[config.mk]
export PLATFORM = sky130hd
export DESIGN_NAME = bsd_cell
export DESIGN_NICKNAME = d
export VERILOG_FILES = /design/src/hdl/bsd_pkg.sv /design/src/hdl/bsd_cell.sv
export SDC_FILE = /design/constraint.sdc
export NUM_CORES = 1
export LEC_CHECK = 0
export BUFFER_PORTS_ARGS = -buffer_cell sky130_fd_sc_hd__clkbuf_2
export CAP_MARGIN = 20
export CORE_AREA = 2 2 215 217
export DETAILED_ROUTE_END_ITERATION = 7
export DIE_AREA = 0 0 217 219
export GPL_ROUTABILITY_DRIVEN = 0
export GPL_TIMING_DRIVEN = 0
export PLACE_DENSITY = 0.68
export SYNTH_ARGS = -nofsm -noshare
export SYNTH_HDL_FRONTEND = slang
export SYNTH_SLANG_ARGS = --single-unit
[constraint.sdc]
create_clock -name clock -period 10.32 [get_ports clock]
set_clock_uncertainty 0.15 [all_clocks]
set_input_delay 0.516 -clock clock [delete_from_list [all_inputs] [get_ports clock]]
set_output_delay 0.516 -clock clock [all_outputs]
set_load 0.005 [all_outputs]
[src/hdl/bsd_pkg.sv]
// Shared types, constants and helpers for the byte state stepper with digests.
package bsd_pkg;

   localparam logic [5:0]  STATE_MASK = 6'h3F;
   localparam logic [31:0] FNV_BASIS  = 32'd2166136261;
   localparam logic [31:0] FNV_PRIME  = 32'd16777619;
   localparam logic [7:0]  DELTA_KEY  = 8'h02;
   localparam logic [7:0]  MIX_PRIOR  = 8'd17;
   localparam logic [7:0]  MIX_BYTE   = 8'd29;
   localparam logic [2:0]  MOD_BASE   = 3'd7;

   // Message bytes folded into the step digest: eight tick bytes, prior, new, byte, winner.
   localparam int MSG_BYTES = 12;
   localparam int MSG_WIDTH = MSG_BYTES * 8;
   // One cell per digest byte.
   localparam int NUM_CELLS = MSG_BYTES;
   // Header bytes left after the constant prefix: byte and new state.
   localparam int HDR_TAIL  = 2;

   typedef struct packed {
      logic [63:0]          tick_count;
      logic [5:0]           prior_state;
      logic [5:0]           new_state;
      logic [2:0]           winner;
      logic                 chirality;
      logic [2:0]           channel;
      logic [3:0]           slot;
      logic [6:0]           class_flags;
      logic [31:0]          step_hash;
      logic [31:0]          header_hash;
      logic [MSG_WIDTH-1:0] msg;
      logic [HDR_TAIL*8-1:0] hdr_msg;
      logic [1:0]           hdr_left;
   } item_type;

   function automatic logic [31:0] fnv_add(input logic [31:0] h, input logic [7:0] b);
      logic [31:0] x;
      x = h ^ {24'b0, b};
      return x * FNV_PRIME;
   endfunction

   // Hash of the fixed header prefix 00 1B 1C 1D 1E 1F.
   function automatic logic [31:0] hdr_seed();
      logic [31:0] h;
      h = fnv_add(FNV_BASIS, 8'h00);
      h = fnv_add(h, 8'h1B);
      h = fnv_add(h, 8'h1C);
      h = fnv_add(h, 8'h1D);
      h = fnv_add(h, 8'h1E);
      h = fnv_add(h, 8'h1F);
      return h;
   endfunction

   localparam logic [31:0] HDR_SEED = hdr_seed();

   // Modulo seven of a byte: octal digits sum to the same residue since 8 is 1 mod 7.
   function automatic logic [2:0] mod7(input logic [7:0] x);
      logic [4:0] s1;
      logic [3:0] s2;
      s1 = {2'b0, x[2:0]} + {2'b0, x[5:3]} + {3'b0, x[7:6]};
      s2 = {1'b0, s1[2:0]} + {2'b0, s1[4:3]};
      if (s2 >= {1'b0, MOD_BASE}) begin
         s2 = s2 - {1'b0, MOD_BASE};
      end
      return s2[2:0];
   endfunction

endpackage

[src/hdl/bsd_cell.sv]
// Hash cell: folds one byte into each digest in use and hands the item on.
module bsd_cell (
   input  logic             clock,
   input  logic             reset,
   input  logic             in_valid,
   output logic             in_ready,
   input  bsd_pkg::item_type in_item,
   output logic             out_valid,
   input  logic             out_ready,
   output bsd_pkg::item_type out_item
);
   import bsd_pkg::*;

   logic     valid_ff, valid_in;
   item_type item_ff, item_in;

   assign in_ready  = !valid_ff || out_ready;
   assign out_valid = valid_ff;
   assign out_item  = item_ff;

   always_comb begin
      item_in           = in_item;
      item_in.step_hash = fnv_add(in_item.step_hash, in_item.msg[7:0]);
      item_in.msg       = in_item.msg >> 8;
      // The header lane only needs its last two bytes, so it stops after them.
      if (in_item.hdr_left != 2'd0) begin
         item_in.header_hash = fnv_add(in_item.header_hash, in_item.hdr_msg[7:0]);
         item_in.hdr_msg     = in_item.hdr_msg >> 8;
         item_in.hdr_left    = in_item.hdr_left - 2'd1;
      end
      valid_in = in_ready ? in_valid : valid_ff;
   end

   always_ff @(posedge clock) begin
      if (reset) begin
         valid_ff <= 1'b0;
      end else begin
         valid_ff <= valid_in;
      end
   end

   always_ff @(posedge clock) begin
      if (in_valid && in_ready) begin
         item_ff <= item_in;
      end
   end

endmodule

==> results of run 1 <==
path summary, 6_finish.rpt:
kind | start | to | slack [ns] | cells after the start
max | in_item[3] | out_item[141] | 4.16 | 19
min reg2reg | out_valid | out_valid | 0.45 | 2
max reg2reg | out_valid | out_item[184] | 8.11 | 4
min | in_item[13] | out_item[13] | 0.06 | 2
registers in the layout (all words and copies together), names as in the netlist:
name and flops:
out_item 264, out_valid 1
worst register-to-register path, delay by kind of cell, from the launching register on:
| kind | cells | cell delay, ns |
|---|---|---|
| buf+inv | 2 | 0.69 |
| flops | 1 | 0.31 |
| simple gates | 2 | 0.65 |
per-stage QoR:
step | worst slack (ns) | utilization (%) | instances | power [uW]
5_1_grt | 3.95 | 58.1 | 2967 | 8430
3_3_place_gp | 0.147 | 51.7 | 2726 | 6450
3_5_place_dp | 3.54 | 51.9 | 2730 | 6520
6_report | 4.16 | 58.1 | 2968 | 7690
2_1_floorplan | 2.83 | - | 1585 | 5200
4_1_cts | 4.14 | 58.1 | 2965 | 7720
logic make-up (layout without fill, tap and decap cells):
kind of cell / count (synthesis) / after routing / synth area share [%]
DFF: 265 / 265 / 40.1
buffers and inverters: 362 / 1142 / 7.01
AOI/OAI and AO/OA: 174 / 174 / 5.86
muxes: 13 / 13 / 0.732
xor gates and xnor gates: 99 / 99 / 4.37
other: 1 / 11 / 0.0189
and+or+nand+nor: 147 / 147 / 3.69
adders and majority gates: 517 / 517 / 38.2
cell usage in the layout (no fill, tap or decap), types with 42 or more instances in the layout:
cell type and instances:
sky130_fd_sc_hd__inv_1 345, sky130_fd_sc_hd__ha_1 369, sky130_fd_sc_hd__clkbuf_2 541, sky130_fd_sc_hd__edfxtp_1 264, sky130_fd_sc_hd__a21oi_1 42, sky130_fd_sc_hd__fa_1 148
sky130_fd_sc_hd__dlygate4sd3_1 180, sky130_fd_sc_hd__xor2_1 44, sky130_fd_sc_hd__nand2_1 45, sky130_fd_sc_hd__xnor2_1 55
power groups by stage:
stage	clock (uW)	sequential [uW]	combinational, uW
final	1070	1640	4980
after global routing	1140	1650	5640
after CTS	1100	1640	4980
after detailed placement	0	1660	4860
after global placement	0	1680	4770
after floorplan	0	1670	3530
layout make-up:
cell class / instances / share of cell area, %
antenna: 3 / 0.0287
buffer: 17 / 0.363
clock buffer: 33 / 2.91
clock inverter: 22 / 0.826
inverter: 345 / 4.94
multi-input combinational: 958 / 40.1
sequential: 265 / 30.3
tap: 600 / 2.87
timing repair buffer: 725 / 17.6
metal layers:
metal / part of all wire [%] / wire [um] / track usage (%) / vias up
li1: - / - / - / 6898
met5: 0.044 / 27 / 0 / -
met1: 38 / 23000 / 28.9 / 7185
met3: 11 / 6730 / 10.1 / 100
met2: 47 / 28800 / 42.4 / 565
met4: 3.7 / 2260 / 9.06 / 4
repair_timing:
item,in CTS,in global routing
setup buffers,0,0
endpoints found under the hold margin,180,0
hold buffers,180,0
==> parameters.txt, run 1 <==
Parameter                              Value

Pwr
  Logic pwr share ... about two thirds
  Cell area power density ... 294 nW/um^2
  Peak supply drop ... 0.190 mV
  Leak Pwr ... 0.0130 uW
  Relative contribution of sequential cells to total power ... 21.3%
  Net switching component of the power ... 3430 uW
  Fraction of power spent switching nets ... between 40% and 50%
  Clock share of power ... 14.0%
  Internal power contribution ... 4270 uW

STA
  Hold Vio Cnt, Final ... 0
  Worst slew margin relative to its limit ... between 30% and 40%
  Min cycle time layout ... 6.16 ns
  RSZ-0062 raised after global routing ... false
  Final Setup Violations ... 0
  Pin slew with the least headroom to its limit ... 0.978 ns
  Timing-limited maximum frequency ... 0.162 GHz
  Period utilization ... ~60%
  Slew Limit Fails ... 0
  Setup TNS Final ... 0 ns
  Worst hold slack ... 0.0576 ns

Placed design
  Input/output buffers ... 541
  HPWL after detailed placement ... 48,500 um
  Area post-placement ... 23,400 um^2

Synthesis
  Share of Yosys cell area claimed by the top area cell type ... 40.0%
  Post-Syn Area per Cell ... 12.6 um^2
  Most frequently used cell type in the post-synthesis netlist ... sky130_fd_sc_hd__ha_1
  Most instantiated flip-flop cell in the synthesis netlist ... sky130_fd_sc_hd__edfxtp_1
  EDFF count, synth ... around 260
  Biggest area contributors in the synthesized netlist ... sky130_fd_sc_hd__edfxtp_1 (40%), sky130_fd_sc_hd__ha_1 (23%), sky130_fd_sc_hd__fa_1 (15%), sky130_fd_sc_hd__inv_1 (6.5%), sky130_fd_sc_hd__xnor2_1 (2.4%)
  Synthesized cell area ... 19,800 um^2
  Cell count after synthesis ... approximately 1.6k
  Yosys warnings ... 0
  Share of the yosys chip area belonging to registers ... 40.1%
  Cell type contributing the most total cell area after synthesis ... sky130_fd_sc_hd__edfxtp_1
  FFs w/ async S/R, synth ... 0%
  Count of state elements after synthesis ... 265
  Count of distinct cell types in the synthesized netlist ... 60
  Top cells by instance count after synthesis ... sky130_fd_sc_hd__ha_1 (369), sky130_fd_sc_hd__inv_1 (345), sky130_fd_sc_hd__edfxtp_1 (264)

Clock tree
  Deepest clock path buffer count ... 3
  Cell chosen for the clock root ... sky130_fd_sc_hd__clkbuf_16
  Clk sinks ... 265
  Total clock buffers created by CTS ... 30
  # H-tree levels ... 1
  TritonCTS clock tree ... done
  Clock latency on the worst-skew pair ... about 0.57 ns
  Clock-pin transition on the worst setup and hold timing paths ... 0.06 ns
  Post-cts repair resize count ... 0

Routing
  Number of optimization iterations in the first detailed-route pass ... 5
  WL final ... 60,900 um
  Number of vias in the routed layout ... 14.8k
  Via/cell ratio ... 4.97
  Routed len/inst ... 20.5 um
  Remaining routing DRC violations ... 0
  Initial detailed-routing violation count ... approximately 740
  Post-route ant nets ... 0

Setup path
  Worst path required time ... ~10 ns
  Kind of end point of the critical path ... flop
  Biggest fanout along the worst timing path ... 4
  Cell repeated most along the worst path ... sky130_fd_sc_hd__ha_1
  Crit Path Category ... in -> reg
  Arrival @ worst endpoint ... around 6.3 ns
  Critical-path cell with the highest stage delay ... sky130_fd_sc_hd__a2111oi_0
  Number of buffer and inverter stages on the critical path ... 3
  CP Launch Type ... input port
  Worst stage delay on the critical path ... 0.77 ns
  Family of cells with the greatest summed delay on the critical path ... adder cells
  Cell-by-cell listing of the critical path ... clkbuf_2 -> xor2_1 -> ha_1 -> ha_1 -> ha_1 -> ha_1 -> fa_1 -> ha_1 -> inv_1 -> fa_1 -> inv_1 -> ha_1 -> a2111oi_0 -> a211oi_1 -> o21a_1 -> or2_1 -> a21bo_1 -> a311oi_1 -> o41ai_1

GRT
  Initial antenna violation count ... 4
  Pin count of the biggest net entering global routing ... just under 80
  Global-route total usage across every layer ... 25.2%
  Global route total overflow ... 0
  First-pass GRT wire length ... 89,700 um
  Via count of the first global-routing pass ... 15.5k

Floorplanning
  IO Pins ... 550
  Core outline area ... 45,100 um^2
  Area of the die ... 47,500 um^2
  Floorplan die width ... 217 um
  Die outline height ... 219 um
  Initial cell density of the core ... a little over two fifths
  Num rows ... 78

Final layout
  Area growth from synthesis to layout ... 32.1%
  Register area ... 7950 um^2
  Combined area of the multi-input logic cells ... 10,500 um^2
  Share of layout cells above drive strength 1 ... 26.5%
  Number of fill cells ... 3,717
  Fin area ... 26,200 um^2
  Layout net count ... 3,135

Status
  Status ... completed

Hold path
  Worst min path class ... in -> reg

Run
  Max-Cap Viols ... 0
No activity file was read; power rests on OpenSTA's default activity.
==> run 2: changes to the inputs <==
--- a/config.mk
+++ b/config.mk
@@ -7,12 +7,12 @@
 export LEC_CHECK = 0
 export BUFFER_PORTS_ARGS = -buffer_cell sky130_fd_sc_hd__clkbuf_2
 export CAP_MARGIN = 20
-export CORE_AREA = 2 2 215 217
+export CORE_AREA = 2 2 217 219
 export DETAILED_ROUTE_END_ITERATION = 7
-export DIE_AREA = 0 0 217 219
+export DIE_AREA = 0 0 219 221
 export GPL_ROUTABILITY_DRIVEN = 0
 export GPL_TIMING_DRIVEN = 0
-export PLACE_DENSITY = 0.68
+export PLACE_DENSITY = 0.69
 export SYNTH_ARGS = -nofsm -noshare
 export SYNTH_HDL_FRONTEND = slang
 export SYNTH_SLANG_ARGS = --single-unit
==> constraint.sdc (replaced) <==
create_clock -name clock -period 5.15 [get_ports clock]
set_clock_uncertainty 0.15 [all_clocks]
set_input_delay 0.2575 -clock clock [delete_from_list [all_inputs] [get_ports clock]]
set_output_delay 0.2575 -clock clock [all_outputs]
set_load 0.005 [all_outputs]
==> parameters.txt, run 2 (synthesized netlist as in run 1, its figures left out) <==
Parameter                              Value

Status
  Status ... completed (unchanged)

Final layout
  Final standard cell utilization of the core ... 60.1% (was 58.1%)
  Share of layout cells above drive strength 1 ... 29.9% (was 26.5%)
  Register area ... 7950 um^2 (unchanged)
  Combined area of the multi-input logic cells ... 11,300 um^2 (was 10,500 um^2)
  Layout net count ... 3,205 (was 3,135)
  Most used cells in the layout excluding fill and tap cells ... sky130_fd_sc_hd__clkbuf_2 (531), sky130_fd_sc_hd__ha_1 (345), sky130_fd_sc_hd__inv_1 (342), sky130_fd_sc_hd__edfxtp_1 (264), sky130_fd_sc_hd__dlygate4sd3_1 (226) (was sky130_fd_sc_hd__clkbuf_2 (541), sky130_fd_sc_hd__ha_1 (369), sky130_fd_sc_hd__inv_1 (345), sky130_fd_sc_hd__edfxtp_1 (264), sky130_fd_sc_hd__dlygate4sd3_1 (180))
  Number of fill cells ... 3,587 (was 3,717)
  Fin area ... 27,700 um^2 (was 26,200 um^2)
  Post-route insts no fill ... 3,046 (was 2,968)
  Flip-flop count of the largest register, all copies and words added ... 264 (unchanged)
  Area growth from synthesis to layout ... 39.7% (was 32.1%)
  Most common library cell in the layout ignoring fill and taps ... sky130_fd_sc_hd__clkbuf_2 (unchanged)

Floorplanning
  Core outline area ... 46,100 um^2 (was 45,100 um^2)
  IO Pins ... 550 (unchanged)
  Num rows ... 79 (was 78)
  Initial cell density of the core ... 43.0% (was 44.0%)
  Floorplan die width ... 219 um (was 217 um)
  Area of the die ... 48,400 um^2 (was 47,500 um^2)
  Die outline height ... 221 um (was 219 um)

Run
  Max-Cap Viols ... 0 (unchanged)

STA
  Period utilization ... 97.8%
  Min cycle time layout ... 5.04 ns
  Setup TNS Final ... 0 ns (unchanged)
  Timing-limited maximum frequency ... 0.199 GHz
  Final Setup Violations ... 0 (unchanged)
  Hold Vio Cnt, Final ... 0 (unchanged)
  Worst slew margin relative to its limit ... 50.4% (was 34.6%)
  Pin slew with the least headroom to its limit ... 0.743 ns (was 0.978 ns)
  Slew Limit Fails ... 0 (unchanged)

Clock tree
  Clock latency on the worst-skew pair ... 0.59 ns (was 0.57 ns)
  Cell chosen for the clock root ... sky130_fd_sc_hd__clkbuf_16 (unchanged)
  Deepest clock path buffer count ... 3 (unchanged)
  # H-tree levels ... 1 (unchanged)
  Total clock buffers created by CTS ... 30 (unchanged)
  TritonCTS clock tree ... done (unchanged)
  Clk sinks ... 265 (unchanged)
  Clock-pin transition on the worst setup and hold timing paths ... 0.06 ns (about the same)

GRT
  First-pass GRT wire length ... 92,300 um (was 89,700 um)
  Global route total overflow ... 0 (unchanged)
  Via count of the first global-routing pass ... 16.3k (was 15.5k)
  Pin count of the biggest net entering global routing ... 64 (was 78)
  Initial antenna violation count ... 3 (was 4)
  Global-route total usage across every layer ... 25.1% (was 25.2%)

Routing
  Number of optimization iterations in the first detailed-route pass ... 5 (unchanged)
  Routed len/inst ... 20.5 um (about the same)
  Met3 layer wire length in the routed design ... 5740 um (was 6730 um)
  Top routing layer used ... met4 (was met5)
  WL final ... 62,400 um (was 60,900 um)
  DRT met1 WL ... 23,700 um (was 23,000 um)
  Number of vias in the routed layout ... 15.1k (was 14.8k)
  Initial detailed-routing violation count ... 789 (was 743)
  Remaining routing DRC violations ... 0 (unchanged)
  Met2 Routed Length ... 29,900 um (was 28,800 um)
  Post-route ant nets ... 0 (unchanged)
  Via/cell ratio ... 4.95 (was 4.97)

Placed design
  Area post-placement ... 23,500 um^2 (was 23,400 um^2)
  HPWL after detailed placement ... 47,400 um (was 48,500 um)
  Input/output buffers ... 541 (unchanged)
  Cell total after placement ... 2,737 (was 2,730)

Setup path
  Crit Path Category ... in -> reg (unchanged)
  Worst path required time ... 5.30 ns (was 10.48 ns)
  Kind of end point of the critical path ... flop (unchanged)
  CP Launch Type ... input port (unchanged)
  Worst reg-to-reg setup slack ... 2.83 ns (was 8.11 ns)
  Cells on worst reg2reg path ... 4 (unchanged)
  Arrival @ worst endpoint ... 5.19 ns (was 6.33 ns)
  R2R Path Start ... out_valid (unchanged)
  Capture point of the worst reg-to-reg path ... out_item[132] (was out_item[184])
  Biggest fanout along the worst timing path ... 5 (was 4)

Hold path
  WHS Endpoint ... out_item[6] (was out_item[13])
  Hold-critical path depth ... 2 (unchanged)
  Worst min path class ... in -> reg (unchanged)
  Critical hold path startpoint ... in_item[6] (was in_item[13])

Pwr
  Final Power ... 16,700 uW (was 7690 uW)
  Peak supply drop ... 0.491 mV (was 0.190 mV)
  Leak Pwr ... 0.0134 uW (was 0.0130 uW)
  Cell area power density ... 604 nW/um^2 (was 294 nW/um^2)
[run 2: changes by cell type in the layout (fill, tap and decap cells not counted), sizes merged]
cell,previous run,this run
clkbuf,582,577
inv,346,349
clkinvlp,1,4
bufinv,3,4
buf,13,39
clkinv,17,14
dlygate4sd3,180,226
[run 2: critical path, stage by stage]
cell and delay, ns:
sky130_fd_sc_hd__clkbuf_4 0.15, sky130_fd_sc_hd__xnor2_4 0.30, sky130_fd_sc_hd__clkinv_4 0.14, sky130_fd_sc_hd__ha_1 0.32, sky130_fd_sc_hd__ha_1 0.23, sky130_fd_sc_hd__fa_2 0.44
sky130_fd_sc_hd__ha_1 0.22, sky130_fd_sc_hd__fa_1 0.48, sky130_fd_sc_hd__ha_1 0.14, sky130_fd_sc_hd__inv_1 0.05, sky130_fd_sc_hd__fa_1 0.39, sky130_fd_sc_hd__inv_1 0.11
sky130_fd_sc_hd__ha_4 0.21, sky130_fd_sc_hd__buf_6 0.13, sky130_fd_sc_hd__a2111oi_4 0.32, sky130_fd_sc_hd__o21ai_1 0.11, sky130_fd_sc_hd__o21a_1 0.14, sky130_fd_sc_hd__a21o_1 0.18
sky130_fd_sc_hd__or2_1 0.26, sky130_fd_sc_hd__a21bo_1 0.21, sky130_fd_sc_hd__a311oi_2 0.28, sky130_fd_sc_hd__o41ai_2 0.14
[run 2: how the worst max path moves through the flow]
stage | slack (ns) | depth (start not counted) | start | endpoint
global placement | -0.97 | 20 | in_item[149] | out_item[176]
CTS | 0.0008 | 21 | in_item[149] | out_item[176]
finish | 0.11 | 22 | in_item[9] | out_item[141]
floorplan | 0.01 | 21 | in_item[9] | out_item[141]
detailed placement | -1.09 | 20 | in_item[149] | out_item[176]
global route | -0.04 | 21 | in_item[150] | out_item[176]
[run 2: area by class of cell]
| type | count | area share [%] |
|---|---|---|
| timing repair buffer | 795 | 19.1 |
| clock buffer | 30 | 2.71 |
| antenna | 3 | 0.0271 |
| tap | 607 | 2.74 |
| multi-input combinational | 958 | 40.6 |
| sequential | 265 | 28.7 |
| inverter | 345 | 4.70 |
| clock inverter | 26 | 0.999 |
| buffer | 17 | 0.366 |
[run 2: per-stage QoR]
| step | hold slack (ns) | setup WS (ns) |
|---|---|---|
| floorplan | 0.177 | 0.0135 |
| global placement | 0.266 | -0.973 |
| detailed placement | 0.274 | -1.09 |
| CTS | 0.00668 | 0.000819 |
| global route | 0.00494 | -0.0364 |
| finish | 0.0418 | 0.114 |
[run 2: power by group]
part           total, uW  leakage, uW  switching [uW]  internal, uW
combinational      11200       0.0103            6360          4820
clock               2250     0.000494             970          1280
sequential          3280      0.00257             132          3150
total              16700       0.0134            7460          9260
[run 2: routing by layer]
metal  vias to the layer above  GRT usage [%]
met4                         0           10.4
met3                       151           7.12
met5                         -              0
met1                      7292           29.4
met2                       611           43.1
li1                       7025              -
[run 2: repair_timing]
action	CTS	global route
pin swaps	6	34
setup buffers	5	19
hold buffers	225	1
setup endpoints to repair	23	23
endpoints found under the hold margin	226	1
resized for setup	29	96
